--- config.mk ---
export PLATFORM = sky130hd
export DESIGN_NAME = console_stream_demux
export DESIGN_NICKNAME = d
export VERILOG_FILES = /design/src/hdl/csd_pkg.sv /design/src/hdl/console_stream_demux.sv /design/src/hdl/csd_front.sv /design/src/hdl/csd_cmd_fifo.sv /design/src/hdl/csd_back.sv
export SDC_FILE = /design/constraint.sdc
export NUM_CORES = 1
export LEC_CHECK = 0
export ABC_AREA = 1
export ABC_CLOCK_PERIOD_IN_PS = 15000
export BUFFER_PORTS_ARGS = -buffer_cell sky130_fd_sc_hd__buf_4
export CAP_MARGIN = 20
export CORE_ASPECT_RATIO = 1.5
export CORE_UTILIZATION = 25
export CTS_CLUSTER_DIAMETER = 60
export DETAILED_ROUTE_END_ITERATION = 10
export HOLD_SLACK_MARGIN = 0.05
export PLACE_DENSITY = 0.51
export SLEW_MARGIN = 20
export SYNTH_ARGS = -nofsm -noshare
export SYNTH_HDL_FRONTEND = slang
export SYNTH_HIERARCHICAL = 1
export SYNTH_SLANG_ARGS = --single-unit
export TNS_END_PERCENT = 100
--- constraint.sdc ---
create_clock -name clk_i -period 15 [get_ports clk_i]
set_clock_uncertainty 0.2 [all_clocks]
set_input_delay 0.75 -clock clk_i [delete_from_list [all_inputs] [get_ports clk_i]]
set_output_delay 0.75 -clock clk_i [all_outputs]
set_load 0.1 [all_outputs]
--- src/hdl/csd_pkg.sv ---
// Shared types and constants for the console stream demultiplexer.
// Holds the transaction structs, the result kind codes and the command format.
// No dependencies.
`timescale 1ns / 1ps

package csd_pkg;

  // Most data bytes that a single input byte can produce (five held UTF-8 bytes plus one)
  localparam int MAX_DATA  = 6;
  // Width of a per-command result count (data bytes plus the end marker)
  localparam int CNT_W     = $clog2(MAX_DATA + 2);
  // Default depth of the command queue between parser and expander
  localparam int CMD_DEPTH = 4;

  typedef enum logic [1:0] {
    KIND_TEXT  = 2'd0,
    KIND_FRAME = 2'd1,
    KIND_END   = 2'd2
  } kind_e;

  typedef struct packed {
    logic [7:0] in_byte;
    logic       restart;
  } in_item_t;

  typedef struct packed {
    kind_e      kind;
    logic [7:0] out_byte;
    logic       last;
  } out_item_t;

  // One parsed input byte: n_data bytes of data_kind, optionally followed by an end marker
  typedef struct packed {
    kind_e                      data_kind;
    logic                       has_end;
    logic [CNT_W-1:0]           n_data;
    logic [MAX_DATA-1:0][7:0]   data;
  } cmd_t;

endpackage

--- src/hdl/console_stream_demux.sv ---
// Top level of the console stream demultiplexer.
// Instantiates csd_front, csd_cmd_fifo and csd_back; depends on csd_pkg.
//
// Usage:
//   Input queue side: drive in_item_i and raise push; the byte is taken at a
//   clock edge where push is high and full is low. One byte per cycle is
//   accepted as long as the command queue has room.
//   Result queue side: while empty is low, out_item_o holds the oldest result;
//   raise pop to take it. A result transaction leaves every cycle while the
//   consumer keeps popping and commands are queued.
//   A byte is parsed into the command queue at the edge that accepts it; its
//   results are then expanded into the output register once the queue holds
//   no older command and the register is free or popped. A byte yields zero
//   to six results; the expander emits one per cycle while the output is
//   popped, and a byte with no results queues no command.
//   Sustained rate is one byte per cycle for plain text, set by the expander, while popped.
//   Stall: when pop stays low the output register holds, the command queue
//   (CmdDepth entries) fills, and full rises; no data is dropped.
//   Reset: parser returns to plain text mode, frame group and queues empty.
`timescale 1ns / 1ps

module console_stream_demux #(
  parameter int CmdDepth = csd_pkg::CMD_DEPTH
) (
  input  logic               clk_i,
  input  logic               rst_ni,
  input  logic               push,
  input  csd_pkg::in_item_t  in_item_i,
  output logic               full,
  output logic               empty,
  input  logic               pop,
  output csd_pkg::out_item_t out_item_o
);
  import csd_pkg::*;

  logic  cmd_valid;
  cmd_t  cmd_wr;
  cmd_t  cmd_head;
  logic  cmd_full;
  logic  cmd_empty;
  logic  cmd_pop;
  logic  out_valid;

  assign full  = cmd_full;
  assign empty = !out_valid;

  csd_front u_front (
    .clk_i       (clk_i),
    .rst_ni      (rst_ni),
    .in_valid_i  (push && !cmd_full),
    .in_item_i   (in_item_i),
    .cmd_valid_o (cmd_valid),
    .cmd_o       (cmd_wr)
  );

  csd_cmd_fifo #(
    .Depth (CmdDepth)
  ) u_cmd_fifo (
    .clk_i     (clk_i),
    .rst_ni    (rst_ni),
    .wr_en_i   (cmd_valid),
    .wr_data_i (cmd_wr),
    .rd_en_i   (cmd_pop),
    .rd_data_o (cmd_head),
    .full_o    (cmd_full),
    .empty_o   (cmd_empty)
  );

  csd_back u_back (
    .clk_i       (clk_i),
    .rst_ni      (rst_ni),
    .cmd_empty_i (cmd_empty),
    .cmd_i       (cmd_head),
    .cmd_pop_o   (cmd_pop),
    .pop_i       (pop),
    .out_valid_o (out_valid),
    .out_item_o  (out_item_o)
  );

endmodule

--- src/hdl/csd_front.sv ---
// Front end: parses raw console bytes and turns each into at most one queued command.
// Holds the parser mode, the UTF-8 hold buffer and the 18-bit accumulator of 6-bit frame characters.
// Depends on csd_pkg.
`timescale 1ns / 1ps

module csd_front (
  input  logic              clk_i,
  input  logic              rst_ni,
  input  logic              in_valid_i,
  input  csd_pkg::in_item_t in_item_i,
  output logic              cmd_valid_o,
  output csd_pkg::cmd_t     cmd_o
);
  import csd_pkg::*;

  localparam int UTF8_DEPTH = 5;

  // Parser modes
  localparam logic [1:0] MODE_ASCII = 2'd0;
  localparam logic [1:0] MODE_UTF8  = 2'd1;
  localparam logic [1:0] MODE_ESC0  = 2'd2;
  localparam logic [1:0] MODE_ESC1  = 2'd3;

  localparam logic [7:0] BYTE_ESC   = 8'hFF;
  localparam logic [7:0] BYTE_FLUSH = 8'hFE;
  localparam logic [7:0] BYTE_ZERO  = 8'h00;

  logic [1:0]  mode_q, mode_d;
  logic [2:0]  cnt_q, cnt_d;
  logic [17:0] acc_q, acc_d;
  logic [1:0]  pos_q, pos_d;
  logic [7:0]  store_q [UTF8_DEPTH];

  logic        store_we;
  logic [2:0]  store_idx;

  logic [7:0]  b;
  logic [1:0]  m;
  logic [2:0]  c;
  logic [17:0] a;
  logic [1:0]  p;
  logic [5:0]  ch;
  logic [23:0] grp;
  logic [2:0]  need_b;
  logic [2:0]  need_s;

  // Continuation bytes a lead byte calls for; zero when it is no lead byte
  function automatic logic [2:0] lead_need(input logic [7:0] v);
    logic [2:0] r;
    r = 3'd0;
    if      (v[7:5] == 3'b110)    r = 3'd1;
    else if (v[7:4] == 4'b1110)   r = 3'd2;
    else if (v[7:3] == 5'b11110)  r = 3'd3;
    else if (v[7:2] == 6'b111110) r = 3'd4;
    else if (v[7:1] == 7'b1111110) r = 3'd5;
    return r;
  endfunction

  assign b      = in_item_i.in_byte;
  assign ch     = b[5:0];
  assign need_b = lead_need(b);
  assign need_s = lead_need(store_q[0]);

  // Parse one byte: next state and the command it produces
  always_comb begin
    mode_d    = mode_q;
    cnt_d     = cnt_q;
    acc_d     = acc_q;
    pos_d     = pos_q;
    store_we  = 1'b0;
    store_idx = 3'd0;
    cmd_valid_o     = 1'b0;
    cmd_o.data_kind = KIND_TEXT;
    cmd_o.has_end   = 1'b0;
    cmd_o.n_data    = '0;
    cmd_o.data      = '0;

    // restart clears everything before the byte is looked at
    m = in_item_i.restart ? MODE_ASCII : mode_q;
    c = in_item_i.restart ? 3'd0 : cnt_q;
    a = in_item_i.restart ? 18'd0 : acc_q;
    p = in_item_i.restart ? 2'd0 : pos_q;
    grp = {ch, a};

    // broken sequence or escape without zero: fall back to plain handling
    if (m == MODE_UTF8 && b[7:6] != 2'b10) m = MODE_ASCII;
    if (m == MODE_ESC0 && b != BYTE_ZERO)  m = MODE_ASCII;

    if (in_valid_i) begin
      mode_d = m;
      cnt_d  = c;
      acc_d  = a;
      pos_d  = p;
      unique case (m)
        MODE_ASCII: begin
          priority if (need_b != 3'd0) begin
            store_we  = 1'b1;
            store_idx = 3'd0;
            cnt_d     = 3'd1;
            mode_d    = MODE_UTF8;
          end else if (b == BYTE_ESC) begin
            mode_d = MODE_ESC0;
          end else if (b[7:6] == 2'b10) begin
            // frame character
            if (p == 2'd3) begin
              cmd_valid_o     = 1'b1;
              cmd_o.data_kind = KIND_FRAME;
              cmd_o.n_data    = CNT_W'(3);
              cmd_o.data[0]   = grp[7:0];
              cmd_o.data[1]   = grp[15:8];
              cmd_o.data[2]   = grp[23:16];
              acc_d = 18'd0;
              pos_d = 2'd0;
            end else begin
              unique case (p)
                2'd0:    acc_d = a | {12'd0, ch};
                2'd1:    acc_d = a | {6'd0, ch, 6'd0};
                2'd2:    acc_d = a | {ch, 12'd0};
                default: acc_d = a;
              endcase
              pos_d = p + 2'd1;
            end
          end else if (b == BYTE_FLUSH) begin
            // flush partial group, then frame end
            cmd_valid_o     = 1'b1;
            cmd_o.data_kind = KIND_FRAME;
            cmd_o.has_end   = 1'b1;
            cmd_o.data[0]   = a[7:0];
            cmd_o.data[1]   = a[15:8];
            if (p == 2'd3)      cmd_o.n_data = CNT_W'(2);
            else if (p == 2'd2) cmd_o.n_data = CNT_W'(1);
            acc_d = 18'd0;
            pos_d = 2'd0;
          end else if (!b[7]) begin
            cmd_valid_o     = 1'b1;
            cmd_o.n_data    = CNT_W'(1);
            cmd_o.data[0]   = b;
          end
        end
        MODE_UTF8: begin
          if (c == need_s) begin
            // sequence complete: held bytes then this one
            cmd_valid_o  = 1'b1;
            cmd_o.n_data = CNT_W'(c) + CNT_W'(1);
            for (int i = 0; i < MAX_DATA; i++) begin
              if (i < UTF8_DEPTH && 3'(i) != c) cmd_o.data[i] = store_q[i];
              else                              cmd_o.data[i] = b;
            end
            cnt_d  = 3'd0;
            mode_d = MODE_ASCII;
          end else if (c < 3'(UTF8_DEPTH)) begin
            store_we  = 1'b1;
            store_idx = c;
            cnt_d     = c + 3'd1;
          end else begin
            cnt_d  = 3'd0;
            mode_d = MODE_ASCII;
          end
        end
        MODE_ESC0: mode_d = MODE_ESC1;
        MODE_ESC1: mode_d = MODE_ASCII;
      endcase
    end
  end

  // Parser state
  always_ff @(posedge clk_i or negedge rst_ni) begin
    if (!rst_ni) begin
      mode_q <= MODE_ASCII;
      cnt_q  <= 3'd0;
      acc_q  <= 18'd0;
      pos_q  <= 2'd0;
    end else begin
      mode_q <= mode_d;
      cnt_q  <= cnt_d;
      acc_q  <= acc_d;
      pos_q  <= pos_d;
    end
  end

  // UTF-8 hold buffer; only entries below the fill count reach the output
  always_ff @(posedge clk_i) begin
    for (int i = 0; i < UTF8_DEPTH; i++) begin
      if (store_we && store_idx == 3'(i)) store_q[i] <= b;
    end
  end

endmodule

--- src/hdl/csd_cmd_fifo.sv ---
// Short command queue between the parser and the result expander.
// Register-based circular buffer with occupancy count.
// Depends on csd_pkg.
`timescale 1ns / 1ps

module csd_cmd_fifo #(
  parameter int Depth = csd_pkg::CMD_DEPTH
) (
  input  logic          clk_i,
  input  logic          rst_ni,
  input  logic          wr_en_i,
  input  csd_pkg::cmd_t wr_data_i,
  input  logic          rd_en_i,
  output csd_pkg::cmd_t rd_data_o,
  output logic          full_o,
  output logic          empty_o
);
  import csd_pkg::*;

  localparam int PtrW = (Depth > 1) ? $clog2(Depth) : 1;
  localparam int CntW = $clog2(Depth + 1);

  cmd_t            mem_q [Depth];
  logic [PtrW-1:0] wr_ptr_q, rd_ptr_q;
  logic [CntW-1:0] count_q;
  logic            do_wr, do_rd;

  assign full_o    = (count_q == CntW'(Depth));
  assign empty_o   = (count_q == '0);
  assign do_wr     = wr_en_i && !full_o;
  assign do_rd     = rd_en_i && !empty_o;
  assign rd_data_o = mem_q[rd_ptr_q];

  // Pointers and occupancy
  always_ff @(posedge clk_i or negedge rst_ni) begin
    if (!rst_ni) begin
      wr_ptr_q <= '0;
      rd_ptr_q <= '0;
      count_q  <= '0;
    end else begin
      if (do_wr) begin
        wr_ptr_q <= (wr_ptr_q == PtrW'(Depth - 1)) ? '0 : wr_ptr_q + PtrW'(1);
      end
      if (do_rd) begin
        rd_ptr_q <= (rd_ptr_q == PtrW'(Depth - 1)) ? '0 : rd_ptr_q + PtrW'(1);
      end
      if (do_wr && !do_rd)      count_q <= count_q + CntW'(1);
      else if (!do_wr && do_rd) count_q <= count_q - CntW'(1);
    end
  end

  // Entry storage
  always_ff @(posedge clk_i) begin
    if (do_wr) mem_q[wr_ptr_q] <= wr_data_i;
  end

endmodule

--- src/hdl/csd_back.sv ---
// Back end: expands queued commands into result transactions, one per cycle
// while its output register is free or popped. It ends in that register,
// which the consumer drains with pop. Depends on csd_pkg.
`timescale 1ns / 1ps

module csd_back (
  input  logic               clk_i,
  input  logic               rst_ni,
  input  logic               cmd_empty_i,
  input  csd_pkg::cmd_t      cmd_i,
  output logic               cmd_pop_o,
  input  logic               pop_i,
  output logic               out_valid_o,
  output csd_pkg::out_item_t out_item_o
);
  import csd_pkg::*;

  logic [CNT_W-1:0] idx_q, idx_d;
  logic [CNT_W-1:0] total;
  logic             out_valid_q, out_valid_d;
  out_item_t        out_q, out_d;
  logic             advance;
  logic             at_last;
  logic [7:0]       sel_byte;

  assign total   = cmd_i.n_data + CNT_W'(cmd_i.has_end);
  assign at_last = (idx_q == total - CNT_W'(1));
  assign advance = !cmd_empty_i && (!out_valid_q || pop_i);

  // Pick the data byte at the current position
  always_comb begin
    sel_byte = 8'd0;
    for (int i = 0; i < MAX_DATA; i++) begin
      if (idx_q == CNT_W'(i)) sel_byte = cmd_i.data[i];
    end
  end

  // Next result and position within the command
  always_comb begin
    idx_d       = idx_q;
    out_d       = out_q;
    out_valid_d = out_valid_q;
    cmd_pop_o   = 1'b0;
    if (advance) begin
      out_valid_d = 1'b1;
      if (idx_q < cmd_i.n_data) begin
        out_d.kind     = cmd_i.data_kind;
        out_d.out_byte = sel_byte;
      end else begin
        out_d.kind     = KIND_END;
        out_d.out_byte = 8'd0;
      end
      out_d.last = at_last;
      if (at_last) begin
        idx_d     = '0;
        cmd_pop_o = 1'b1;
      end else begin
        idx_d = idx_q + CNT_W'(1);
      end
    end else if (pop_i) begin
      out_valid_d = 1'b0;
    end
  end

  always_ff @(posedge clk_i or negedge rst_ni) begin
    if (!rst_ni) begin
      idx_q       <= '0;
      out_valid_q <= 1'b0;
    end else begin
      idx_q       <= idx_d;
      out_valid_q <= out_valid_d;
    end
  end

  // Output payload register
  always_ff @(posedge clk_i) begin
    out_q <= out_d;
  end

  assign out_valid_o = out_valid_q;
  assign out_item_o  = out_q;

endmodule
==> results of run 1 <==
## layout make-up
cell class                      count  share of cell area
Sequential cell                   303               0.504
Inverter                          246              0.0522
Timing Repair Buffer               39              0.0167
Clock inverter                     19              0.0122
Multi-Input combinational cell   1023               0.315
Tap cell                          805              0.0569
Clock buffer                       34              0.0432
## power breakdown
part | total [W] | internal, W | switching (W) | leakage [nW]
Sequential | 0.00115 | 0.00106 | 0.0000832 | 3.02
Combinational | 0.00114 | 0.000316 | 0.000826 | 3.74
Clock | 0.000759 | 0.000436 | 0.000323 | 0.479
## per-stage QoR
step                      worst slack, ns   util  instances
after floorplan                      9.75      -       1657
after global placement              10.13  0.264       2415
after detailed placement            10.00  0.264       2415
after CTS                           10.30  0.279       2469
after global routing                10.01  0.279       2469
final                               10.37  0.279       2469
## what timing repair did
item,4_1_cts,5_1_grt
hold buffers,1,0
endpoints found under the setup margin,0,0
endpoints found under the hold margin,36,0
## state kept, by name, indices dropped and copies added (netlist names)
register	count
u_front/store_q	40
u_cmd_fifo/mem_q	216
u_cmd_fifo/wr_ptr_q	2
u_front/mode_q	2
u_back/out_valid_o	1
u_back/out_item_o	11
u_cmd_fifo/rd_ptr_q	2
u_front/cnt_q	3
u_cmd_fifo/count_q	3
u_front/pos_q	2
u_front/acc_q	18
u_back/idx_q	3
## cells by family (layout without fill, tap and decap cells)
family                   after synthesis  after routing  share of synthesized area
AND/OR/NAND/NOR                      750            750                      0.207
adder cells (fa/ha/maj)               26             26                     0.0208
buffers and inverters                331            338                     0.0961
XOR/XNOR                               5              5                    0.00321
AO/OA/AOI/OAI                        240            240                      0.115
other                                  1              2                   0.000234
flip-flops                           303            303                      0.558
## path summary, 6_finish.rpt
kind                                                      end  slack (ns)  cells after the start
setup / recovery            u_cmd_fifo/count_q[1]$_DFFE_PN0P_       10.37                     18
hold / removal                 u_back/out_valid_o$_DFFE_PN0P_        0.23                      4
setup reg to reg            u_cmd_fifo/count_q[1]$_DFFE_PN0P_       10.37                     18
hold reg to reg                  u_front/acc_q[3]$_DFFE_PN0P_        0.28                      2
max in group asynchronous  u_cmd_fifo/rd_ptr_q[0]$_DFFE_PN0P_       13.59                      2
min in group asynchronous        u_front/acc_q[1]$_DFFE_PN0P_        0.54                      2
## Yosys cell counts (2+ instances only)
library cell and count:
nand2_1 460, nand2_4 3, nor4_1 3, a21oi_4 2, buf_4 6, nand2_2 57
inv_2 15, o211ai_2 65, nand4_1 44, edfxtp_1 267, o21ai_0 70, a21oi_2 2
nor3_1 4, nor2_2 21, ha_1 25, xor2_1 3, buf_12 11, buf_2 30
nor2_1 87, o211ai_1 45, nor2_4 2, a21oi_1 53, dfrtp_1 36, inv_1 230
buf_6 7, nor2_8 2, nand3_1 63, clkbuf_1 28, buf_1 2
## layout by cell type, fill, tap and decap left out, types with 2 or more instances in the layout
cell type   Yosys  final
xor2_1          3      3
nand3_1        63     63
buf_4           6     38
clkinvlp_4      0      3
a21oi_2         2      2
clkbuf_1       28      3
nand2_2        57     57
o21ai_0        70     70
a21oi_1        53     53
clkinv_1        1      2
bufinv_16       0      4
nand2_1       460    460
nor4_1          3      3
nor2_8          2      2
nor2_2         21     21
nor2_4          2      6
o211ai_2       65     65
ha_1           25     25
o211ai_1       45     45
inv_6           0      3
clkbuf_8        0      2
conb_1          1      2
nor3_1          4      4
inv_1         230    230
a21oi_4         2      2
nand2_4         3      3
nand4_1        44     44
dfrtp_1        36     34
clkinv_2        0      7
clkbuf_16       0     29
inv_2          15     15
edfxtp_1      267    267
nor2_1         87     83
## metal layers
metal  wire length, um  part of all wire  GRT usage
met5                 0                 0          0
met4              1600             0.038     0.0538
met3              1420             0.034     0.0134
met2             22300              0.53      0.242
met1             16800              0.40      0.147
## tightest hold or removal path, delay by kind of cell
family | cells | cell delay (ns)
buf+inv | 2 | 0.12
simple gates | 2 | 0.09
==> results.toml, run 1 <==
[clock_network]
cts_setup_buffers = 0
cts-root-buf = "clkbuf_16"
numCtsBuffers = 29
cts_resized = 0
cts_buffer_depth = 3
path_clk_slew_ns = 0.07
cts.sinks = 303
h-tree-depth = 1
cts_tree = "done"
clock_latency_ns = 0.57

[place]
globalplace.congestion = 0.905
port_buffers = 25
dp.final_hpwl_um = 29000
place_area_sq_mm = 0.0167

[timing]
slew_headroom = 0.267
finalSetupTns_ns = 0
final-hold-violation-count = 0
setup_viol = 0
max_freq_mhz = 216
fin_crit_ns = 4.63
finalCritPeriodShare = 0.309
rsz0062_at_grt = "no"
drv_slew = 0
worst_pin_slew_ns = 1.10
hold_ws_ns = 0.226

[yosys]
synthTopCellsByArea = "edfxtp_1, nand2_1, dfrtp_1"
yosys.area.top_type = "edfxtp_1"
ys_types = 42
yosysWarnings = 6
synth_top_area_frac = 0.501
synthArstFlopShare = 0.119
synth-seq-cells = 303
synth.avg_cell_area_sq_um = 9.66
synth-edff-count = 267
syn_area_sq_mm = 0.0160
syn_inst = 1656
ys.flop_type = "edfxtp_1"
yosysSeqAreaShare = 0.558

[layout]
nets = 1681
diodes = 0
multi_input_area_sq_mm = 0.00557
fillers = 6583
ff_latch_area_sq_mm = 0.00892
postLayoutCellArea_sq_mm = 0.0177
drive_gt1_frac = 0.160
syn_to_final_growth_pct = 10.7

[worst_setup_path]
critPathMaxFanout = 76
crit_type = "flip-flop to flip-flop"
cpLargestDelayFamily = "buffers and inverters"
cp.arrival_ns = 4.89
critical_path_buf_inv_count = 4
rr_startpoint = "u_cmd_fifo/rd_ptr_q[0]$_DFFE_PN0P_"
required_ns = 15.26
slowest_stage = "dfrtp_4"
path_common_cell = "nand2_1"
crit_chain = "buf_4 -> o211ai_1 -> nand2_1 -> inv_1 -> ha_1 -> ha_1 -> inv_1 -> nand2_1 -> nand2_1 -> xor2_1 -> nand3_1 -> nor2_1 -> nand2_1 -> ha_1 -> inv_1 -> fa_1 -> nand2_1 -> o21ai_1"
startpoint = "u_cmd_fifo/rd_ptr_q[0]$_DFFE_PN0P_"
critPathLaunchType = "flip-flop"
slowest_delay_ns = 0.96
crit_path_end_kind = "flip-flop"

[pwr]
power.density_mw_per_mm2 = 172
peakVddDrop_mv = 0.101
total_power_w = 0.00305
power.leakage_nw = 7.24

[grt]
grt_pass1_wl_um = 64900
grt_pass1_vias = 10900
track_usage = 0.129
grt-ovfl-total = 0
grt_max_degree = 82
antenna_found_initial = 0

[floorplanning]
row_count = 113
die_area_sq_mm = 0.0650
initial_core_util = 0.253
die_w_um = 209
ios = 26
coreArea_sq_mm = 0.0633
die_y_um = 312

[routing]
wl_per_cell_um = 17.0
via_per_inst = 4.47
remaining_drc_errors = 0
firstDrtPassIters = 6
wirelength_um = 42000
antenna_left = 0
vias = 11000
drtIter0Drc = 687

[run]
drv_cap = 0

[outcome]
status = "finished, final reports clean"

[min_path]
worstHoldStart = "pop"
min_path_type = "input port to flip-flop"
Power figures use the tool's default switching activity.
==> inputs of run 2 (changes only) <==
--- a/config.mk
+++ b/config.mk
@@ -6,7 +6,7 @@
 export NUM_CORES = 1
 export LEC_CHECK = 0
 export ABC_AREA = 1
-export ABC_CLOCK_PERIOD_IN_PS = 15000
+export ABC_CLOCK_PERIOD_IN_PS = 4200
 export BUFFER_PORTS_ARGS = -buffer_cell sky130_fd_sc_hd__buf_4
 export CAP_MARGIN = 20
 export CORE_ASPECT_RATIO = 1.5
@@ -14,7 +14,7 @@
 export CTS_CLUSTER_DIAMETER = 60
 export DETAILED_ROUTE_END_ITERATION = 10
 export HOLD_SLACK_MARGIN = 0.05
-export PLACE_DENSITY = 0.51
+export PLACE_DENSITY = 0.52
 export SLEW_MARGIN = 20
 export SYNTH_ARGS = -nofsm -noshare
 export SYNTH_HDL_FRONTEND = slang
==> constraint.sdc (replaced) <==
create_clock -name clk_i -period 4.2 [get_ports clk_i]
set_clock_uncertainty 0.2 [all_clocks]
set_input_delay 0.21 -clock clk_i [delete_from_list [all_inputs] [get_ports clk_i]]
set_output_delay 0.21 -clock clk_i [all_outputs]
set_load 0.1 [all_outputs]
==> run 2 against run 1 <==
Wire length is 2.1% lower; sequential power increased to 3.5 times the previous value; cell count rose by 1.1%; flip-flop and latch count did not move; critical path depth decreased by 1; critical endpoint is now u_cmd_fifo/count_q[2]$_DFFE_PN0P_; register-to-register slack got worse by 9.8 ns; total power increased to 3.6 times the previous value; via count grew 1.5%; die area unchanged; count of clock-buffer cells in the layout shrank 1; critical path type is now input port to flip-flop; clock power rose to 3.6 times the previous value.
==> results.toml, run 2 (same netlist as run 1, synthesis figures left out) <==
[floorplanning]
coreArea_sq_mm = 0.0633
die_area_sq_mm = 0.0650
row_count = 113
ios = 26
die_y_um = 312
initial_core_util = 0.253
die_w_um = 209

[place]
dp_cells = 2425
dp.final_hpwl_um = 28400
globalplace.congestion = 0.854
port_buffers = 25

[clock_network]
cts_buffer_depth = 3
clock_latency_ns = 0.57
cts_resized = 0
numCtsBuffers = 30
cts.sinks = 303
path_clk_slew_ns = 0.07
cts_setup_buffers = 0
cts-root-buf = "clkbuf_16"
cts_hold_buf = 14
cts_tree = "done"
h-tree-depth = 1

[layout]
nets = 1705
drive_gt1_frac = 0.164
fin_util = 0.285
largest_reg_flops = 216
final_common_cell = "nand2_1"
final_cells = 2495
max_flop_register = "u_cmd_fifo/mem_q"
syn_to_final_growth_pct = 12.7
layout_common_cells = "nand2_1, edfxtp_1, inv_1"
fillers = 6648
largest_registers = "u_cmd_fifo/mem_q x216, u_front/store_q x40, u_front/acc_q x18"
diodes = 0

[routing]
via_per_inst = 4.49
remaining_drc_errors = 0
drtIter0Drc = 668
firstDrtPassIters = 4
vias = 11200
antenna_left = 0
wirelength_um = 41200
wl_per_cell_um = 16.5

[worst_setup_path]
crit_type = "input port to flip-flop"
critPathLaunchType = "input port"
crit_path_end_kind = "flip-flop"
slowest_stage = "dlygate4sd3_1"
crit_chain = "dlygate4sd3_1 -> buf_4 -> nor2_1 -> ha_1 -> nor2_2 -> a21oi_2 -> nand2_1 -> a21oi_1 -> nand2_1 -> inv_1 -> ha_1 -> inv_1 -> fa_1 -> nand2_1 -> nand3_1 -> nand2_1 -> nand2_1"
slowest_delay_ns = 0.53
cp.arrival_ns = 3.91
critical_path_buf_inv_count = 4
path_common_cell = "nand2_1"
required_ns = 4.46
cpLargestDelayFamily = "simple AND/OR/NAND/NOR gates"
critPathMaxFanout = 11

[outcome]
status = "finished, final reports clean"

[timing]
drv_slew = 0
fin_crit_ns = 3.65
worst_pin_slew_ns = 0.916
slew_headroom = 0.389
max_freq_mhz = 274
setup_viol = 0
hold_ws_ns = 0.225
finalSetupTns_ns = 0
final-hold-violation-count = 0
rsz0062_at_grt = "no"
finalCritPeriodShare = 0.868

[grt]
antenna_found_initial = 0
grt_pass1_vias = 11100
grt-ovfl-total = 0
track_usage = 0.126
grt_pass1_wl_um = 63900
grt_max_degree = 89

[min_path]
min_path_type = "input port to flip-flop"

[pwr]
switching_share = 0.404
power.density_mw_per_mm2 = 607
p_int_w = 0.00651
power.leakage_nw = 7.37
power_frac_clock = 0.251
p_seq_frac = 0.368
switching_power_w = 0.00442
peakVddDrop_mv = 0.378
pwr-share-comb = 0.381

[run]
drv_cap = 0
run 2: cell count changes in the layout (fill, tap and decap cells not counted), sizes merged:
cell and change:
clkinv +4, bufinv -1, dlygate4sd3 +12, inv +1, buf +11, clkbuf -1
run 2: layer usage:
metal  up-vias  global-route usage  share of wire
met5         -                   0              0
met4         0              0.0648          0.048
met3        87              0.0139          0.034
met2       221               0.229           0.51
met1      5385               0.144           0.40
li1       5506                   -              -
run 2: through the flow:
step	setup WS, ns	instance area [sq um]	total power [W]
6_report	0.553	18000	0.0109
5_1_grt	0.300	18000	0.0116
4_1_cts	0.563	18000	0.0111
3_5_place_dp	0.506	16900	0.00832
3_3_place_gp	0.547	16900	0.00826
2_1_floorplan	-0.199	16000	0.00737
run 2: path summary, 6_finish.rpt:
| kind | from | depth (start not counted) | slack [ns] | end |
|---|---|---|---|---|
| min | pop | 5 | 0.23 | u_back/out_valid_o$_DFFE_PN0P_ |
| min reg2reg | u_front/acc_q[0]$_DFFE_PN0P_ | 2 | 0.28 | u_front/acc_q[0]$_DFFE_PN0P_ |
| min in group asynchronous | rst_ni | 4 | 0.49 | u_back/out_valid_o$_DFFE_PN0P_ |
| max in group asynchronous | rst_ni | 4 | 3.08 | u_front/acc_q[5]$_DFFE_PN0P_ |
| max reg2reg | u_front/pos_q[0]$_DFFE_PN0P_ | 16 | 0.61 | u_cmd_fifo/count_q[2]$_DFFE_PN0P_ |
| max | in_item_i[0] | 17 | 0.55 | u_cmd_fifo/count_q[2]$_DFFE_PN0P_ |
run 2: layout make-up:
class | instances | area, sq um | area share
clock buffers | 33 | 783 | 0.0435
clock inverters | 23 | 219 | 0.0121
inverters | 246 | 923 | 0.0512
multi-input cells | 1023 | 5580 | 0.309
flip-flops and latches | 303 | 8920 | 0.495
well taps | 805 | 1010 | 0.0559
repair buffers | 62 | 589 | 0.0327
run 2: worst reg2reg max path, stage by stage, from the launching register on:
cell     delay (ns)
dfrtp_1        0.32
inv_1          0.04
nor2_1         0.29
ha_1           0.29
nor2_2         0.10
a21oi_2        0.31
nand2_1        0.18
a21oi_1        0.36
nand2_1        0.36
inv_1          0.15
ha_1           0.18
inv_1          0.06
fa_1           0.38
nand2_1        0.10
nand3_1        0.07
nand2_1        0.06
nand2_1        0.04
run 2: power groups by stage:
stage                     clock network (W)  logic (W)  registers, W
after floorplan                           0    0.00297       0.00440
after global routing                0.00292    0.00461       0.00407
after CTS                           0.00282    0.00425       0.00403
final                               0.00274    0.00417       0.00402
after global placement                    0    0.00418       0.00408
after detailed placement                  0    0.00422       0.00409
==> inputs of run 3 (changes only) <==
--- a/config.mk
+++ b/config.mk
@@ -10,6 +10,7 @@
 export BUFFER_PORTS_ARGS = -buffer_cell sky130_fd_sc_hd__buf_4
 export CAP_MARGIN = 20
 export CORE_ASPECT_RATIO = 1.5
+export CORE_MARGIN = 10
 export CORE_UTILIZATION = 25
 export CTS_CLUSTER_DIAMETER = 60
 export DETAILED_ROUTE_END_ITERATION = 10
==> run 3 against run 2 <==
Count of clock-buffer cells in the layout up 7; setup slack worse by 0.13 ns; flip-flop and latch count unchanged; critical path depth down 5; via count down 0.54%; largest power group unchanged; highest routed layer unchanged.
==> results.toml, run 3 (same netlist as run 1, synthesis figures left out) <==
[timing]
worst_pin_slew_ns = 0.974
finalCritPeriodShare = 0.899
rsz0062_at_grt = "no"
hold_ws_ns = 0.0895
drv_slew = 0
max_freq_mhz = 265
setup_ws_ns = 0.423
setup_viol = 0
finalSetupTns_ns = 0
fin_crit_ns = 3.78
slew_headroom = 0.345
final-hold-violation-count = 0

[grt]
grt_pass1_vias = 11300
track_usage = 0.112
antenna_found_initial = 0
grt_max_degree = 161
grt-ovfl-total = 0
grt_pass1_wl_um = 65600

[routing]
wl_met3_um = 1100
wl_met2_um = 22300
wl_per_cell_um = 16.9
drtIter0Drc = 659
wl_met1_um = 17100
remaining_drc_errors = 0
wirelength_um = 42200
via_per_inst = 4.47
antenna_left = 0
firstDrtPassIters = 7
highest_layer = "met4"
vias = 11100

[floorplanning]
row_count = 113
initial_core_util = 0.253
die_w_um = 227
die_area_sq_mm = 0.0747
ios = 26
coreArea_sq_mm = 0.0633
die_y_um = 330

[pwr]
pwr-share-comb = 0.379
switching_power_w = 0.00438
switching_share = 0.401
power_frac_clock = 0.248
power.density_mw_per_mm2 = 608
p_int_w = 0.00654
p_seq_frac = 0.372
total_power_w = 0.0109
power.leakage_nw = 7.34
peakVddDrop_mv = 0.345

[layout]
final_common_cell = "nand2_1"
max_flop_register = "u_cmd_fifo/mem_q"
diodes = 0
drive_gt1_frac = 0.160
largest_registers = "u_cmd_fifo/mem_q x216, u_front/store_q x40, u_front/acc_q x18"
largest_reg_flops = 216
nets = 1702
syn_to_final_growth_pct = 12.2
layout_common_cells = "nand2_1, edfxtp_1, inv_1"
fillers = 6623

[clock_network]
cts.sinks = 303
path_clk_slew_ns = 0.06
cts_tree = "done"
cts-root-buf = "clkbuf_16"
cts_hold_buf = 13
numCtsBuffers = 31
cts_resized = 0
clock_latency_ns = 0.58
cts_buffer_depth = 3
cts_setup_buffers = 0
h-tree-depth = 1

[place]
port_buffers = 25
globalplace.congestion = 0.865
dp_slack_ns = 0.385
dp.final_hpwl_um = 28900

[worst_setup_path]
required_ns = 4.19
critPathLaunchType = "input port"
cp.arrival_ns = 3.76
critPathMaxFanout = 34
crit_type = "input port to flip-flop"
crit_path_end_kind = "flip-flop"

[min_path]
min_path_type = "input port to flip-flop"

[outcome]
status = "finished, final reports clean"

[run]
drv_cap = 0
## run 3: worst max-delay path: stages
cell and delay [ns]:
dlygate4sd3_1 0.53, buf_4 0.21, nor2_1 0.33, ha_1 0.48, nor2_2 0.16, a21oi_2 0.29
nand2_1 0.13, a21oi_1 0.43, nand2_1 0.17, buf_4 0.21, nor2_4 0.09, buf_4 0.47
## run 3: power by group through the flow
stage	Sequential, W	Clock (W)	Combinational (W)
global route	0.00412	0.00291	0.00461
floorplan	0.00440	0	0.00297
global placement	0.00413	0	0.00415
CTS	0.00408	0.00281	0.00422
finish	0.00407	0.00271	0.00414
detailed placement	0.00414	0	0.00420
## run 3: area by class of cell
| cell class | instances | area, sq um | share of cell area |
|---|---|---|---|
| Inverter | 246 | 923 | 0.0514 |
| Tap cell | 805 | 1010 | 0.0561 |
| Clock buffer | 40 | 830 | 0.0462 |
| Timing Repair Buffer | 58 | 536 | 0.0298 |
| Multi-Input combinational cell | 1023 | 5580 | 0.311 |
| Clock inverter | 16 | 154 | 0.00857 |
| Sequential cell | 303 | 8920 | 0.497 |
## run 3: path summary, 6_finish.rpt
check | start | end | slack, ns | cells after the start
setup / recovery | in_item_i[0] | u_cmd_fifo/mem_q[1][39]$_DFFE_PP_ | 0.42 | 12
hold / removal | push | u_front/acc_q[9]$_DFFE_PN0P_ | 0.09 | 6
setup reg to reg | u_front/pos_q[0]$_DFFE_PN0P_ | u_cmd_fifo/mem_q[1][39]$_DFFE_PP_ | 0.49 | 11
hold reg to reg | u_front/acc_q[4]$_DFFE_PN0P_ | u_front/acc_q[4]$_DFFE_PN0P_ | 0.28 | 2
max in group asynchronous | rst_ni | u_cmd_fifo/rd_ptr_q[0]$_DFFE_PN0P_ | 3.12 | 4
min in group asynchronous | rst_ni | u_front/acc_q[16]$_DFFE_PN0P_ | 0.47 | 4
## run 3: through the flow
step	cell area (sq um)	utilization	std cells
after CTS	17900	0.283	2491
final	17900	0.283	2491
after detailed placement	16800	0.266	2422
after floorplan	16000	-	1657
after global placement	16800	0.266	2422
after global routing	17900	0.283	2491
## run 3: routing by layer
| layer | track usage | up-vias |
|---|---|---|
| li1 | - | 5495 |
| met1 | 0.124 | 5324 |
| met2 | 0.211 | 228 |
| met3 | 0.00959 | 92 |
| met4 | 0.0504 | 0 |
| met5 | 0 | - |
